===== src/sv/iprt_pkg.sv =====
// ----------------------------------------------------------------------------
// iprt_pkg: shared types and constants of the ipv4 prefix rule table
// Field widths, operation and status codes, the entry layout, the controller
// command group and the mask and key helper functions.
// ----------------------------------------------------------------------------
package iprt_pkg;

  // default table depth
  localparam int unsigned ENTRIES_DEF = 32;

  // field widths
  localparam int unsigned OP_W   = 2;
  localparam int unsigned NET_W  = 32;
  localparam int unsigned PLEN_W = 6;
  localparam int unsigned ACT_W  = 3;
  localparam int unsigned STAT_W = 2;

  // longest legal prefix and the all-ones mask
  localparam logic [PLEN_W-1:0] MAX_PREFIX = PLEN_W'(32);
  localparam logic [NET_W-1:0]  FULL_MASK  = 32'hffff_ffff;

  // operation codes
  typedef enum logic [OP_W-1:0] {
    OP_INSERT = 2'd0,
    OP_FIND   = 2'd1,
    OP_REMOVE = 2'd2,
    OP_CLEAR  = 2'd3
  } op_e;

  // status codes
  typedef enum logic [STAT_W-1:0] {
    ST_OK         = 2'd0,
    ST_NOT_FOUND  = 2'd1,
    ST_TABLE_FULL = 2'd2,
    ST_BAD_PREFIX = 2'd3
  } status_e;

  // one stored rule
  typedef struct packed {
    logic [NET_W-1:0]  net;
    logic [PLEN_W-1:0] plen;
    logic [ACT_W-1:0]  act;
  } entry_t;

  localparam int unsigned ENTRY_W = NET_W + PLEN_W + ACT_W;

  // commands from the controller to the datapath
  typedef struct packed {
    logic capture;  // latch the accepted request, reset the scan results
    logic rd_en;    // read the entry at the scan address
    logic cmp_en;   // read data of the compare index is present
    logic commit;   // apply the update and load the response register
  } cmd_t;

  // network mask of a prefix length, zero for prefix zero
  function automatic logic [NET_W-1:0] mask_of(input logic [PLEN_W-1:0] plen);
    logic [PLEN_W-1:0] sh;
    sh = MAX_PREFIX - plen;
    if (plen == '0) begin
      return '0;
    end
    return FULL_MASK << sh;
  endfunction

  // true when key (na, pa) sorts below key (nb, pb): network first, then mask
  function automatic logic key_less(input logic [NET_W-1:0]  na,
                                    input logic [PLEN_W-1:0] pa,
                                    input logic [NET_W-1:0]  nb,
                                    input logic [PLEN_W-1:0] pb);
    if (na != nb) begin
      return na < nb;
    end
    return pa < pb;
  endfunction

endpackage


===== src/sv/iprt_req_if.sv =====
// ----------------------------------------------------------------------------
// iprt_req_if: request channel of the prefix rule table
// Valid/ready handshake with opcode, address, prefix length and action.
// ----------------------------------------------------------------------------
interface iprt_req_if;
  import iprt_pkg::*;

  logic              valid;
  logic              ready;
  logic [OP_W-1:0]   opcode;
  logic [NET_W-1:0]  address;
  logic [PLEN_W-1:0] prefix_len;
  logic [ACT_W-1:0]  action;

  modport source (output valid, output opcode, output address, output prefix_len,
                  output action, input ready);
  modport sink (input valid, input opcode, input address, input prefix_len,
                input action, output ready);
endinterface


===== src/sv/iprt_rsp_if.sv =====
// ----------------------------------------------------------------------------
// iprt_rsp_if: response channel of the prefix rule table
// Valid/ready handshake with result action, hit flag and status.
// ----------------------------------------------------------------------------
interface iprt_rsp_if;
  import iprt_pkg::*;

  logic              valid;
  logic              ready;
  logic [ACT_W-1:0]  result_action;
  logic              hit;
  logic [STAT_W-1:0] status;

  modport source (output valid, output result_action, output hit, output status,
                  input ready);
  modport sink (input valid, input result_action, input hit, input status,
                output ready);
endinterface


===== src/sv/iprt_ram.sv =====
// ----------------------------------------------------------------------------
// iprt_ram: generic single-write, single-read ram
// One write port and one read port with registered read data.
// ----------------------------------------------------------------------------
module iprt_ram #(
  parameter int unsigned WIDTH = 8,
  parameter int unsigned DEPTH = 32
) (
  input  logic                                  clk_i,
  input  logic                                  we_i,
  input  logic [(DEPTH > 1 ? $clog2(DEPTH) : 1)-1:0] waddr_i,
  input  logic [WIDTH-1:0]                      wdata_i,
  input  logic                                  re_i,
  input  logic [(DEPTH > 1 ? $clog2(DEPTH) : 1)-1:0] raddr_i,
  output logic [WIDTH-1:0]                      rdata_o
);

  logic [WIDTH-1:0] mem_q [DEPTH];
  logic [WIDTH-1:0] rdata_q;

  // write port
  always_ff @(posedge clk_i) begin
    if (we_i) begin
      mem_q[waddr_i] <= wdata_i;
    end
  end

  // registered read port
  always_ff @(posedge clk_i) begin
    if (re_i) begin
      rdata_q <= mem_q[raddr_i];
    end
  end

  assign rdata_o = rdata_q;

endmodule


===== src/sv/iprt_ctrl.sv =====
// ----------------------------------------------------------------------------
// iprt_ctrl: sequencer of the prefix rule table
// Accepts a request, walks the scan address over every slot, drains the
// read pipeline and commits once the response register is free.
// ----------------------------------------------------------------------------
module iprt_ctrl #(
  parameter int unsigned ENTRIES = iprt_pkg::ENTRIES_DEF
) (
  input  logic                                       clk_i,
  input  logic                                       rst_ni,
  input  logic                                       in_valid_i,
  output logic                                       in_ready_o,
  input  logic                                       out_free_i,
  output iprt_pkg::cmd_t                             cmd_o,
  output logic [(ENTRIES > 1 ? $clog2(ENTRIES) : 1)-1:0] rd_addr_o,
  output logic [(ENTRIES > 1 ? $clog2(ENTRIES) : 1)-1:0] cmp_idx_o
);
  import iprt_pkg::*;

  localparam int unsigned IDX_W = ENTRIES > 1 ? $clog2(ENTRIES) : 1;
  localparam logic [IDX_W-1:0] LAST_IDX = IDX_W'(ENTRIES - 1);

  localparam logic [1:0] S_IDLE  = 2'd0;
  localparam logic [1:0] S_SCAN  = 2'd1;
  localparam logic [1:0] S_DRAIN = 2'd2;
  localparam logic [1:0] S_DONE  = 2'd3;

  logic [1:0]       state_q, state_d;
  logic [IDX_W-1:0] cnt_q, cnt_d;
  logic             cmp_vld_q;
  logic [IDX_W-1:0] cmp_idx_q;
  cmd_t             cmd;

  // next state and commands
  always_comb begin
    state_d     = state_q;
    cnt_d       = cnt_q;
    cmd         = '0;
    in_ready_o  = 1'b0;
    case (state_q)
      S_IDLE: begin
        in_ready_o = 1'b1;
        if (in_valid_i) begin
          cmd.capture = 1'b1;
          cnt_d       = '0;
          state_d     = S_SCAN;
        end
      end
      S_SCAN: begin
        cmd.rd_en = 1'b1;
        if (cnt_q == LAST_IDX) begin
          state_d = S_DRAIN;
        end else begin
          cnt_d = cnt_q + 1'b1;
        end
      end
      S_DRAIN: begin
        state_d = S_DONE;
      end
      S_DONE: begin
        if (out_free_i) begin
          cmd.commit = 1'b1;
          state_d    = S_IDLE;
        end
      end
      default: begin
        state_d = S_IDLE;
      end
    endcase
    cmd.cmp_en = cmp_vld_q;
  end

  // state, scan counter and compare pipeline
  always_ff @(posedge clk_i or negedge rst_ni) begin
    if (!rst_ni) begin
      state_q   <= S_IDLE;
      cnt_q     <= '0;
      cmp_vld_q <= 1'b0;
      cmp_idx_q <= '0;
    end else begin
      state_q   <= state_d;
      cnt_q     <= cnt_d;
      cmp_vld_q <= cmd.rd_en;
      cmp_idx_q <= cnt_q;
    end
  end

  assign cmd_o     = cmd;
  assign rd_addr_o = cnt_q;
  assign cmp_idx_o = cmp_idx_q;

endmodule


===== src/sv/iprt_dp.sv =====
// ----------------------------------------------------------------------------
// iprt_dp: datapath of the prefix rule table
// Request registers, entry ram, valid bits, per-slot compare with running
// best/same/free results, update logic and the response register.
// ----------------------------------------------------------------------------
module iprt_dp #(
  parameter int unsigned ENTRIES = iprt_pkg::ENTRIES_DEF
) (
  input  logic                                       clk_i,
  input  logic                                       rst_ni,
  input  logic                                       cfg_we_i,
  input  logic [iprt_pkg::ACT_W-1:0]                 cfg_data_i,
  input  logic [iprt_pkg::OP_W-1:0]                  opcode_i,
  input  logic [iprt_pkg::NET_W-1:0]                 address_i,
  input  logic [iprt_pkg::PLEN_W-1:0]                prefix_len_i,
  input  logic [iprt_pkg::ACT_W-1:0]                 action_i,
  input  iprt_pkg::cmd_t                             cmd_i,
  input  logic [(ENTRIES > 1 ? $clog2(ENTRIES) : 1)-1:0] rd_addr_i,
  input  logic [(ENTRIES > 1 ? $clog2(ENTRIES) : 1)-1:0] cmp_idx_i,
  output logic                                       out_free_o,
  output logic                                       out_valid_o,
  input  logic                                       out_ready_i,
  output logic [iprt_pkg::ACT_W-1:0]                 result_action_o,
  output logic                                       hit_o,
  output logic [iprt_pkg::STAT_W-1:0]                status_o
);
  import iprt_pkg::*;

  localparam int unsigned IDX_W = ENTRIES > 1 ? $clog2(ENTRIES) : 1;

  // request and configuration registers
  logic [ACT_W-1:0]  dflt_q;
  op_e               op_q;
  logic [NET_W-1:0]  addr_q;
  logic [NET_W-1:0]  net_q;
  logic [PLEN_W-1:0] plen_q;
  logic [ACT_W-1:0]  act_q;

  // scan results
  logic              found_q;
  logic [IDX_W-1:0]  best_idx_q;
  logic [NET_W-1:0]  best_net_q;
  logic [PLEN_W-1:0] best_plen_q;
  logic [ACT_W-1:0]  best_act_q;
  logic              same_found_q;
  logic [IDX_W-1:0]  same_idx_q;
  logic              free_found_q;
  logic [IDX_W-1:0]  free_idx_q;

  logic [ENTRIES-1:0] valid_q;

  // response register
  logic              out_valid_q;
  logic [ACT_W-1:0]  res_act_q;
  logic              res_hit_q;
  logic [STAT_W-1:0] res_status_q;

  // ram ports
  logic [ENTRY_W-1:0] ram_rdata;
  entry_t             rd_entry;
  entry_t             wr_entry;
  logic               ram_we;
  logic [IDX_W-1:0]   ram_waddr;

  // compare terms
  logic              cmp_valid;
  logic [NET_W-1:0]  cmp_mask;
  logic              cmp_match;
  logic              cmp_better;
  logic              cmp_same;

  // update terms
  logic              upd_we;
  logic              upd_set;
  logic              upd_clr;
  logic              upd_clr_all;
  logic [IDX_W-1:0]  upd_idx;
  logic [ACT_W-1:0]  res_act;
  logic              res_hit;
  status_e           res_status;

  iprt_ram #(
    .WIDTH (ENTRY_W),
    .DEPTH (ENTRIES)
  ) u_ram (
    .clk_i   (clk_i),
    .we_i    (ram_we),
    .waddr_i (ram_waddr),
    .wdata_i (wr_entry),
    .re_i    (cmd_i.rd_en),
    .raddr_i (rd_addr_i),
    .rdata_o (ram_rdata)
  );

  // compare of the entry read in the previous cycle
  always_comb begin
    rd_entry   = entry_t'(ram_rdata);
    cmp_valid  = valid_q[cmp_idx_i];
    cmp_mask   = mask_of(rd_entry.plen);
    cmp_match  = cmp_valid && ((rd_entry.net & cmp_mask) == (addr_q & cmp_mask));
    cmp_better = !found_q ||
                 key_less(rd_entry.net, rd_entry.plen, best_net_q, best_plen_q);
    cmp_same   = cmp_valid && (rd_entry.net == net_q) && (rd_entry.plen == plen_q);
  end

  // update and response of the finished scan
  always_comb begin
    upd_we      = 1'b0;
    upd_set     = 1'b0;
    upd_clr     = 1'b0;
    upd_clr_all = 1'b0;
    upd_idx     = best_idx_q;
    res_act     = '0;
    res_hit     = 1'b0;
    res_status  = ST_OK;
    case (op_q)
      OP_INSERT: begin
        if (plen_q > MAX_PREFIX) begin
          res_status = ST_BAD_PREFIX;
        end else if (same_found_q) begin
          upd_we  = 1'b1;
          upd_idx = same_idx_q;
        end else if (free_found_q) begin
          upd_we  = 1'b1;
          upd_set = 1'b1;
          upd_idx = free_idx_q;
        end else begin
          res_status = ST_TABLE_FULL;
        end
      end
      OP_FIND: begin
        res_hit = found_q;
        res_act = found_q ? best_act_q : dflt_q;
      end
      OP_REMOVE: begin
        if (found_q) begin
          upd_clr = 1'b1;
          res_hit = 1'b1;
        end else begin
          res_status = ST_NOT_FOUND;
        end
      end
      OP_CLEAR: begin
        upd_clr_all = 1'b1;
      end
      default: begin
        res_status = ST_OK;
      end
    endcase
  end

  assign ram_we        = cmd_i.commit && upd_we;
  assign ram_waddr     = upd_idx;
  assign wr_entry.net  = net_q;
  assign wr_entry.plen = plen_q;
  assign wr_entry.act  = act_q;

  // default action register
  always_ff @(posedge clk_i or negedge rst_ni) begin
    if (!rst_ni) begin
      dflt_q <= '0;
    end else if (cfg_we_i) begin
      dflt_q <= cfg_data_i;
    end
  end

  // request capture
  always_ff @(posedge clk_i) begin
    if (cmd_i.capture) begin
      op_q   <= op_e'(opcode_i);
      addr_q <= address_i;
      net_q  <= address_i & mask_of(prefix_len_i);
      plen_q <= prefix_len_i;
      act_q  <= action_i;
    end
  end

  // scan flags
  always_ff @(posedge clk_i or negedge rst_ni) begin
    if (!rst_ni) begin
      found_q      <= 1'b0;
      same_found_q <= 1'b0;
      free_found_q <= 1'b0;
    end else if (cmd_i.capture) begin
      found_q      <= 1'b0;
      same_found_q <= 1'b0;
      free_found_q <= 1'b0;
    end else if (cmd_i.cmp_en) begin
      if (cmp_match && cmp_better) begin
        found_q <= 1'b1;
      end
      if (cmp_same) begin
        same_found_q <= 1'b1;
      end
      if (!cmp_valid) begin
        free_found_q <= 1'b1;
      end
    end
  end

  // scan payload: best match, first same key, first free slot
  always_ff @(posedge clk_i) begin
    if (cmd_i.cmp_en) begin
      if (cmp_match && cmp_better) begin
        best_idx_q  <= cmp_idx_i;
        best_net_q  <= rd_entry.net;
        best_plen_q <= rd_entry.plen;
        best_act_q  <= rd_entry.act;
      end
      if (cmp_same && !same_found_q) begin
        same_idx_q <= cmp_idx_i;
      end
      if (!cmp_valid && !free_found_q) begin
        free_idx_q <= cmp_idx_i;
      end
    end
  end

  // valid bits
  always_ff @(posedge clk_i or negedge rst_ni) begin
    if (!rst_ni) begin
      valid_q <= '0;
    end else if (cmd_i.commit) begin
      if (upd_clr_all) begin
        valid_q <= '0;
      end else if (upd_set) begin
        valid_q[upd_idx] <= 1'b1;
      end else if (upd_clr) begin
        valid_q[upd_idx] <= 1'b0;
      end
    end
  end

  // response register
  always_ff @(posedge clk_i or negedge rst_ni) begin
    if (!rst_ni) begin
      out_valid_q <= 1'b0;
    end else if (cmd_i.commit) begin
      out_valid_q <= 1'b1;
    end else if (out_ready_i) begin
      out_valid_q <= 1'b0;
    end
  end

  always_ff @(posedge clk_i) begin
    if (cmd_i.commit) begin
      res_act_q    <= res_act;
      res_hit_q    <= res_hit;
      res_status_q <= res_status;
    end
  end

  assign out_free_o      = !out_valid_q || out_ready_i;
  assign out_valid_o     = out_valid_q;
  assign result_action_o = res_act_q;
  assign hit_o           = res_hit_q;
  assign status_o        = res_status_q;

endmodule


===== src/sv/ipv4_prefix_rule_table.sv =====
// Each request walks the scan over every slot through the single read port of
// the entry ram, drains the read pipeline and commits once the response register
// is free, so requests are handled one at a time.
// A finished response waits in its own register; the next request is taken
// as soon as the commit is done. Reset empties the table at once (valid bits
// in flops) and sets the default action to 0; the entry ram is not cleared.
// ----------------------------------------------------------------------------
// ipv4_prefix_rule_table: ipv4 prefix rule table, top level
// Insert, find, remove and clear of prefix rules with a sequential scan.
// ----------------------------------------------------------------------------
module ipv4_prefix_rule_table #(
  parameter int unsigned ENTRIES = iprt_pkg::ENTRIES_DEF
) (
  input  logic                      clk_i,
  input  logic                      rst_ni,
  input  logic                      cfg_we_i,
  input  logic [iprt_pkg::ACT_W-1:0] cfg_data_i,
  iprt_req_if.sink                  req_i,
  iprt_rsp_if.source                rsp_o
);
  import iprt_pkg::*;

  localparam int unsigned IDX_W = ENTRIES > 1 ? $clog2(ENTRIES) : 1;

  cmd_t             cmd;
  logic [IDX_W-1:0] rd_addr;
  logic [IDX_W-1:0] cmp_idx;
  logic             out_free;
  logic             in_ready;
  logic             out_valid;
  logic [ACT_W-1:0] res_act;
  logic             res_hit;
  logic [STAT_W-1:0] res_status;

  // sequencer
  iprt_ctrl #(
    .ENTRIES (ENTRIES)
  ) u_ctrl (
    .clk_i      (clk_i),
    .rst_ni     (rst_ni),
    .in_valid_i (req_i.valid),
    .in_ready_o (in_ready),
    .out_free_i (out_free),
    .cmd_o      (cmd),
    .rd_addr_o  (rd_addr),
    .cmp_idx_o  (cmp_idx)
  );

  // datapath
  iprt_dp #(
    .ENTRIES (ENTRIES)
  ) u_dp (
    .clk_i           (clk_i),
    .rst_ni          (rst_ni),
    .cfg_we_i        (cfg_we_i),
    .cfg_data_i      (cfg_data_i),
    .opcode_i        (req_i.opcode),
    .address_i       (req_i.address),
    .prefix_len_i    (req_i.prefix_len),
    .action_i        (req_i.action),
    .cmd_i           (cmd),
    .rd_addr_i       (rd_addr),
    .cmp_idx_i       (cmp_idx),
    .out_free_o      (out_free),
    .out_valid_o     (out_valid),
    .out_ready_i     (rsp_o.ready),
    .result_action_o (res_act),
    .hit_o           (res_hit),
    .status_o        (res_status)
  );

  // channel hookup
  assign req_i.ready         = in_ready;
  assign rsp_o.valid         = out_valid;
  assign rsp_o.result_action = res_act;
  assign rsp_o.hit           = res_hit;
  assign rsp_o.status        = res_status;

endmodule


===== src/flat_wrapper.sv =====
// flat-port wrapper written by rule: the top's interface ports become plain ports
module ipv4_prefix_rule_table_flat import iprt_pkg::*;
#(
  parameter int unsigned ENTRIES = iprt_pkg::ENTRIES_DEF
)
  (clk_i, rst_ni, cfg_we_i, cfg_data_i, req_i_valid, req_i_opcode, req_i_address, req_i_prefix_len, req_i_action, req_i_ready, rsp_o_valid, rsp_o_result_action, rsp_o_hit, rsp_o_status, rsp_o_ready);
  iprt_req_if req_i_i ();
  iprt_rsp_if rsp_o_i ();
  input  logic clk_i;
  input  logic rst_ni;
  input  logic cfg_we_i;
  input  logic [iprt_pkg::ACT_W-1:0] cfg_data_i;
  input wire logic [$bits(req_i_i.valid)-1:0] req_i_valid;
  input wire logic [$bits(req_i_i.opcode)-1:0] req_i_opcode;
  input wire logic [$bits(req_i_i.address)-1:0] req_i_address;
  input wire logic [$bits(req_i_i.prefix_len)-1:0] req_i_prefix_len;
  input wire logic [$bits(req_i_i.action)-1:0] req_i_action;
  output wire logic [$bits(req_i_i.ready)-1:0] req_i_ready;
  output wire logic [$bits(rsp_o_i.valid)-1:0] rsp_o_valid;
  output wire logic [$bits(rsp_o_i.result_action)-1:0] rsp_o_result_action;
  output wire logic [$bits(rsp_o_i.hit)-1:0] rsp_o_hit;
  output wire logic [$bits(rsp_o_i.status)-1:0] rsp_o_status;
  input wire logic [$bits(rsp_o_i.ready)-1:0] rsp_o_ready;
  assign req_i_i.valid = req_i_valid;
  assign req_i_i.opcode = req_i_opcode;
  assign req_i_i.address = req_i_address;
  assign req_i_i.prefix_len = req_i_prefix_len;
  assign req_i_i.action = req_i_action;
  assign req_i_ready = req_i_i.ready;
  assign rsp_o_valid = rsp_o_i.valid;
  assign rsp_o_result_action = rsp_o_i.result_action;
  assign rsp_o_hit = rsp_o_i.hit;
  assign rsp_o_status = rsp_o_i.status;
  assign rsp_o_i.ready = rsp_o_ready;
  ipv4_prefix_rule_table #(.ENTRIES(ENTRIES)) u_core (.clk_i(clk_i), .rst_ni(rst_ni), .cfg_we_i(cfg_we_i), .cfg_data_i(cfg_data_i), .req_i(req_i_i), .rsp_o(rsp_o_i));
endmodule

===== config.mk =====
export PLATFORM = sky130hd
export DESIGN_NAME = ipv4_prefix_rule_table_flat
export DESIGN_NICKNAME = d
export VERILOG_FILES = /design/src/sv/iprt_pkg.sv /design/src/sv/iprt_req_if.sv /design/src/sv/iprt_rsp_if.sv /design/src/sv/iprt_ram.sv /design/src/sv/iprt_ctrl.sv /design/src/sv/iprt_dp.sv /design/src/sv/ipv4_prefix_rule_table.sv /design/src/flat_wrapper.sv
export SDC_FILE = /design/constraint.sdc
export NUM_CORES = 2
export LEC_CHECK = 0
export ABC_CLOCK_PERIOD_IN_PS = 6900
export BUFFER_PORTS_ARGS = -buffer_cell sky130_fd_sc_hd__buf_4
export CAP_MARGIN = 10
export CELL_PAD_IN_SITES_DETAIL_PLACEMENT = 2
export CELL_PAD_IN_SITES_GLOBAL_PLACEMENT = 2
export CORE_MARGIN = 2
export CORE_UTILIZATION = 45
export CTS_CLUSTER_DIAMETER = 120
export CTS_CLUSTER_SIZE = 10
export DETAILED_ROUTE_END_ITERATION = 8
export PLACE_DENSITY = 0.71
export SYNTH_ARGS = -nofsm -noshare
export SYNTH_HDL_FRONTEND = slang
export SYNTH_SLANG_ARGS = --single-unit

===== constraint.sdc =====
create_clock -name clk_i -period 6.9 [get_ports clk_i]
set_clock_uncertainty 0.15 [all_clocks]
set_input_delay 0.345 -clock clk_i [delete_from_list [all_inputs] [get_ports clk_i]]
set_output_delay 0.345 -clock clk_i [all_outputs]
set_load 0.05 [all_outputs]

**Word-level counts from Yosys, hierarchy flattened**

Memory sizes are Yosys's and may differ from the RTL's. A register that Yosys moved wholly into a read port is not among the register bits.
Cells that the tools add are included.

- Logic and storage cells: 157
- ROM bits: 0
- Memory bits (writable): 1312
- Bits in latches: 0
- Output and inout bits: 8
- Memories: 1
- Register bits after elaboration: 189
- Bits of input ports: 51

- Bitwise logic cells: 6
- Add/subtract/negate cells: 3
- Divide/modulo/power cells: 0
- Mux-type cells: 65
- Eq/ne operators: 16
- $lt $le $gt $ge: 6
- Reductions and logical operators: 34
- Shift operators: 2
- $mul: 0

Memory list:

| memory | depth | width | read ports | clocked after memory_dff | write ports | RTL line | source |
|---|---|---|---|---|---|---|---|
| u_core.u_dp.u_ram.mem_q | 32 | 41 | 1 | 1 | 1 | iprt_ram.sv:18 | `logic [WIDTH-1:0] mem_q [DEPTH];` |

Operator list:

| operator | number |
|---|---|
| 32-bit 2-to-1 mux | 8 |
| 32-bit AND | 4 |
| 32-bit == test | 2 |
| 32-bit by 6-bit left shift with 32-bit output (first input constant) | 2 |
| 1-bit 2-to-1 mux | 38 |
| 32-bit less-than comparator | 1 |
| 32-bit inequality test | 1 |
| 32-bit NOT | 1 |
| 32-bit OR | 1 |
| 5-bit 2-to-1 mux | 6 |
| 2-bit AND reduction | 7 |
| 6-bit zero test | 2 |
| 5-bit by 6-bit less-than comparator with 1-bit output (second input constant) | 2 |
| 2-bit 2-to-1 mux | 6 |
| 6-bit subtractor (first input constant) | 2 |
| 5-bit one-hot mux with 2 select lines | 1 |
| 2-bit nonzero test | 5 |
| 2-bit == test (second input constant) | 4 |
| 1-bit logical AND | 8 |
| 2-bit one-hot mux with 4 select lines | 1 |
| 6-bit == test | 1 |
| 6-bit > comparator (second input constant) | 1 |
| 6-bit less-than comparator | 1 |
| 2-bit inequality test (second input constant) | 3 |
| 15 further kinds | 24 |

**Logic depth before layout (Yosys ltp)**

- Word-level depth: 13
- Mapped depth: 10
- Depth with buffers taken out: 9

**Hierarchy**

Synthesis repeated with hierarchy kept, for this count alone.

- Cells, all modules: 3718
- Area total of the unflattened synthesis: 62070.8 µm²

By module, submodules not included:

| module | seq. area each (µm²) | area each (µm²) | instances | cells each |
|---|---|---|---|---|
| iprt_ram | 40629.0 | 52210.1 | 1 | 2883 |
| iprt_dp | 5089.9 | 9208.8 | 1 | 778 |
| iprt_ctrl | 325.3 | 651.9 | 1 | 57 |

**Worst setup path after synthesis**

No wires, ideal clock.

- Kind: register to register
- From: reg u_core.u_dp.u_ram.rdata_q[3] (netlist: u_core.u_dp.u_ram.rdata_o[3]) (read register of u_core.u_dp.u_ram.mem_q)
- To: reg u_core.u_dp.best_act_q[0], enable pin
- Buffers on the path: 0
- Data required time: 6.244 ns
- Library setup time: 0.506 ns
- Cell stages (with the launch flop): 9
- Slack: 0.845 ns
- Clock period less this slack: 6.055 ns
- Arrival time: 5.399 ns
- Path through: edfxtp_1 inv_1 ha_1 xnor2_1 o211ai_1 a22o_1 a2111oi_0 a31oi_1 nor3_1

- Cells in the longest elaborated chain, start to end: 8
- Elaborated cells on any way between the ends: 14
- Classes of those cells: add/sub: 1; order compare: 1; eq/ne: 1; shift: 1; mux: 3; bitwise: 2; reduce/logical: 5

Ends and longest elaborated chain:

| item | RTL line | source |
|---|---|---|
| from (decl) | iprt_ram.sv:19 | `logic [WIDTH-1:0] rdata_q;` |
| 6-bit subtractor or 6-bit zero test (tied branches) | iprt_pkg.sv:58, iprt_pkg.sv:59 |  |
| 32-bit by 6-bit left shift with 32-bit output or 1-bit 2-to-1 mux (tied branches) | iprt_pkg.sv:62, iprt_pkg.sv:59 |  |
| 32-bit 2-to-1 mux | iprt_pkg.sv:62 | `return FULL_MASK << sh;` |
| 32-bit AND | iprt_dp.sv:100 | `cmp_match = cmp_valid && ((rd_entry.net & cmp_mask) == (addr_q & cmp_mask));` |
| 32-bit == test | iprt_dp.sv:100 |  |
| 1-bit logical AND | iprt_dp.sv:100 |  |
| 1-bit logical AND * | iprt_dp.sv:204 | `if (cmp_match && cmp_better) begin` |
| 2-bit AND reduction (no line) * | - |  |
| to (signal assigned) | iprt_dp.sv:208 | `best_act_q <= rd_entry.act;` |
| to (decl) | iprt_dp.sv:44 | `logic [ACT_W-1:0] best_act_q;` |

Mark *: on every way between the ends. The rest lies on a longest branch, timed or not.
A chain may end at the register's enable or synchronous reset.

**Worst setup path in the final report**

- From: reg u_core.u_dp.plen_q[3]
- To: mem u_core.u_dp.u_ram.mem_q[21][16] in the netlist's numbering, enable pin

- Cells in the longest elaborated chain, start to end: 6
- Elaborated cells on any way between the ends: 8
- Classes of those cells: order compare: 1; mux: 6; reduce/logical: 1

Ends and longest elaborated chain:

| item | RTL line | source |
|---|---|---|
| from (decl) | iprt_dp.sv:36 | `logic [PLEN_W-1:0] plen_q;` |
| from (signal assigned) | iprt_dp.sv:173 | `plen_q <= prefix_len_i;` |
| 6-bit > comparator * | iprt_dp.sv:118 | `if (plen_q > MAX_PREFIX) begin` |
| 1-bit 2-to-1 mux | iprt_dp.sv:118 |  |
| 1-bit 2-to-1 mux | iprt_dp.sv:116 | `case (op_q)` |
| 1-bit logical AND | iprt_dp.sv:152 | `assign ram_we = cmd_i.commit && upd_we;` |
| 1-bit 2-to-1 mux | iprt_ram.sv:23 | `if (we_i) begin` |
| 1-bit 2-to-1 mux (not written as such) | iprt_ram.sv:24 | `mem_q[waddr_i] <= wdata_i;` |
| to (decl) | iprt_ram.sv:18 |  |

Marks and branches as above.

==> Flow_metrics.wiki <==
{| class="wikitable"
! Metric !! Value
|-
| Run status || finished clean
|-
| Synthesis Warnings || 0
|-
| Yosys cell types || 66
|-
| Area of the multi-input gates || 14160 µm²
|-
| Fraction of registers with async set/reset || 0.03372
|-
| Pin count of the biggest net entering global routing || 109
|-
| Fmax || 0.1677 GHz
|-
| Drt first-iter violations || 4145
|-
| Effective utilization at floorplan || 0.4544
|-
| Post-route worst hold slack || 0.05749 ns
|-
| Seq/Total Area, Yosys || 0.7583
|-
| DRC || 0
|-
| Tot Pwr || 27.06 mW
|-
| Number of max-cap violations || 0
|-
| Power density over the cells || 390.4 nW/µm²
|-
| Highest-count cells in the layout ignoring fill and taps || 1490 x edfxtp_1, 419 x mux4_2, 180 x clkbuf_16, 129 x buf_4, 69 x xnor2_1
|-
| Later-pin clock latency in the skew report || 0.80 ns
|-
| Category of the worst setup path launch point || register
|-
| Cell types with the largest area share after synthesis || edfxtp_1 74%, mux4_2 16%, dfrtp_1 2.1%
|-
| Fin nets || 3103
|-
| Die W || 371.3 µm
|-
| Largest vdd supply drop || 315.5 µV
|-
| Total wirelength of the detailed-routed design || 193.8 mm
|-
| Leftover overflow at the end of global routing || 0
|-
| Detail Placement HPWL || 116.6 mm
|-
| Leakage power of the design || 21.71 nW
|-
| Number of nets produced by synthesis || 2853
|-
| Buffer levels on the longest clock path || 3
|-
| Dpl cell area || 63860 µm²
|-
| Die Height || 371.3 µm
|-
| Syn Std Cell Area || 60720 µm²
|-
| Number of enable-type register cells in the synthesized netlist || 1490
|-
| TritonCTS clock tree || done
|-
| Clock Sinks || 1542
|-
| Top_reg_cell synth || edfxtp_1
|-
| Total placed cells including tap cells || 4530
|-
| Gate count after technology mapping || 2747
|-
| Worst Setup End Kind || register
|-
| Synth top area share || 0.7368
|-
| Per-cell via count in the routed design || 6.538
|-
| Placeable Area || 133600 µm²
|-
| H-tree depth || 4
|-
| Setup total negative slack || 0 ns
|-
| Global routing met1 resource utilization || 0.4106
|-
| Fin. Hold Viols || 0
|-
| Last weighted congestion value of the routability-driven placer || 0.8173
|-
| Filler Cell Count || 11287
|-
| Setup-violating endpoint count in the final report || 0
|-
| Total global routing track utilization || 0.2856
|-
| Part of the cycle the worst path needs || 0.8644
|-
| Area growth, synth to finish || 14.13%
|-
| DRT Pass-1 Iters || 5
|-
| Layout cell share with drive strength beyond 1 || 0.2832
|-
| Clock Pin Slew Worst Setup and Hold Paths || 0.06 ns
|-
| Critical path fanouts, max || 34
|-
| Synthesis-stage register bit count || 1542
|-
| Worst EP required || 7.22 ns
|-
| Final Max Slew Viols || 0
|-
| Gr busiest metal || met2
|-
| Met2 Usage GRT || 0.4647
|-
| Critical setup path kind || reg2reg
|-
| Clock period minus final worst setup slack || 5.964 ns
|-
| Number of top-level pins || 59
|-
| Final Instance Area || 69310 µm²
|-
| Critical path data arrival time || 6.29 ns
|-
| Antenna violations before repair || 17
|-
| Via count of the first global-routing pass || 33234
|-
| Normalized max-slew margin || 0.1266
|-
| Global-route wire length before repair || 272.0 mm
|-
| CTS root buffer || clkbuf_16
|-
| Input/output buffers || 58
|-
| Mean routed wirelength per cell || 40.28 µm
|-
| Reg area || 46060 µm²
|-
| CTS buffer count || 172
|-
| Mean post-synth cell area || 22.11 µm²
|-
| Global-route met3 utilization || 0.04696
|-
| Die ar. || 137900 µm²
|-
| Number of standard-cell rows in the floorplan || 134
|-
| Commonest non-fill, non-tap cell in the layout || edfxtp_1
|-
| Largest area contributor in the synthesized netlist || edfxtp_1
|-
| Remaining antenna violation count after routing || 0
|-
| Count of placed standard cells in the final layout, fillers left out || 4811
|-
| Worst-margin pin slew || 1.310 ns
|-
| Worst Reg-to-Reg Cells || 7
|-
| Unrepaired setup endpoints after global routing || false
|-
| Hold/Removal Path Class || in2async
|-
| Total via count after detailed routing || 31452
|}
[cell families (layout without fill, tap and decap cells)]
kind of cell	after synthesis	after routing	synth area share
multiplexers	471	471	0.1649
other	0	3	0
XOR/XNOR	77	77	0.01111
AND/OR/NAND/NOR	228	228	0.02079
flip-flops	1542	1542	0.7583
adder cells (fa/ha/maj)	55	55	0.01133
AO/OA/AOI/OAI	186	186	0.02081
buffers and inverters	188	481	0.01278
[synth_stat cells, types with 6 or more instances]
master    instances
buf_2            20
xnor2_1          69
nor2_1           64
clkbuf_1         79
dfrtp_1          52
buf_1            17
nand3_1          14
xor2_1            8
buf_4             6
mux4_2          419
inv_1            63
nor2b_1          13
mux2i_1           6
mux2_2           46
nand4_1          20
a21oi_1          60
o221ai_1          6
a211oi_1         36
and3_1           22
nand2_1          36
nor3_1           10
o21ai_0          31
nand2b_1         12
and2_1            8
ha_1             55
edfxtp_1       1490
[worst paths after layout]
check                                                  start                              end  slack [ns]
min in group clk_i                          req_i_address[1]            u_core.u_dp.addr_q[1]        0.14
worst max register to register         u_core.u_dp.plen_q[3]  u_core.u_dp.u_ram.mem_q[21][16]        0.94
worst max-delay path                   u_core.u_dp.plen_q[3]  u_core.u_dp.u_ram.mem_q[21][16]        0.94
worst min register to register  u_core.u_dp.u_ram.rdata_o[1]        u_core.u_dp.best_act_q[1]        0.28
worst min-delay path                                  rst_ni            u_core.u_dp.dflt_q[2]        0.06
max in group asynchronous                             rst_ni       u_core.u_ctrl.rd_addr_o[0]        5.89
[power breakdown]
part / total, mW / switching [mW] / internal (mW) / leakage (nW)
registers: 11.8 / 0.725 / 11.1 / 14.1
logic: 7.00 / 4.03 / 2.97 / 5.33
clock network: 8.28 / 3.67 / 4.61 / 2.28
total: 27.1 / 8.42 / 18.6 / 21.7
[worst max-delay path: stages (launching register included)]
cell	delay (ns)
edfxtp_1	0.86
or4_4	0.72
o21ai_4	0.40
and2_1	0.50
o211ai_2	0.38
nand3b_1	0.95
nor2_4	1.24
buf_4	0.38
[stage by stage]
| step | worst slack, ns | util |
|---|---|---|
| after floorplan | 0.8446 | - |
| after global placement | 1.548 | 0.4779 |
| after detailed placement | 1.015 | 0.4779 |
| after CTS | 0.9174 | 0.5169 |
| after global routing | 0.7511 | 0.5186 |
| final | 0.9356 | 0.5187 |
[timing repair]
action	CTS	global route
gates resized for setup	0	0
buffers inserted	0	0
hold buffers	52	0
hold endpoints to repair	137	0
[routing by layer]
layer  vias up  routed length [µm]
li1      11978                   -
met1     17513               79790
met2      1711               95820
met3       248               14480
met4         2                3684
met5         -                  10
[state kept, by name, indices dropped and copies added, names as in the netlist, 5 cells and up]
signal / cells
u_core.u_dp.free_idx_q: 5
u_core.u_dp.best_idx_q: 5
u_core.u_dp.net_q: 32
u_core.u_ctrl.rd_addr_o: 5
u_core.u_dp.plen_q: 6
u_core.u_dp.addr_q: 32
u_core.u_dp.same_idx_q: 5
u_core.u_dp.u_ram.rdata_o: 41
u_core.u_dp.u_ram.mem_q: 1312
u_core.u_dp.best_net_q: 32
u_core.u_ctrl.cmp_idx_o: 5
u_core.u_dp.best_plen_q: 6
u_core.u_dp.valid_q: 32
[final cells by class]
class / count / share of cell area
Antenna cell: 3 / 0.0001083
Clock buffer: 211 / 0.06636
Clock inverter: 6 / 0.001173
Inverter: 63 / 0.003448
Multi-Input combinational cell: 1017 / 0.2043
Sequential cell: 1542 / 0.6646
Tap cell: 1768 / 0.03192
Timing Repair Buffer: 201 / 0.02802
No activity file was read; power rests on OpenSTA's default activity.
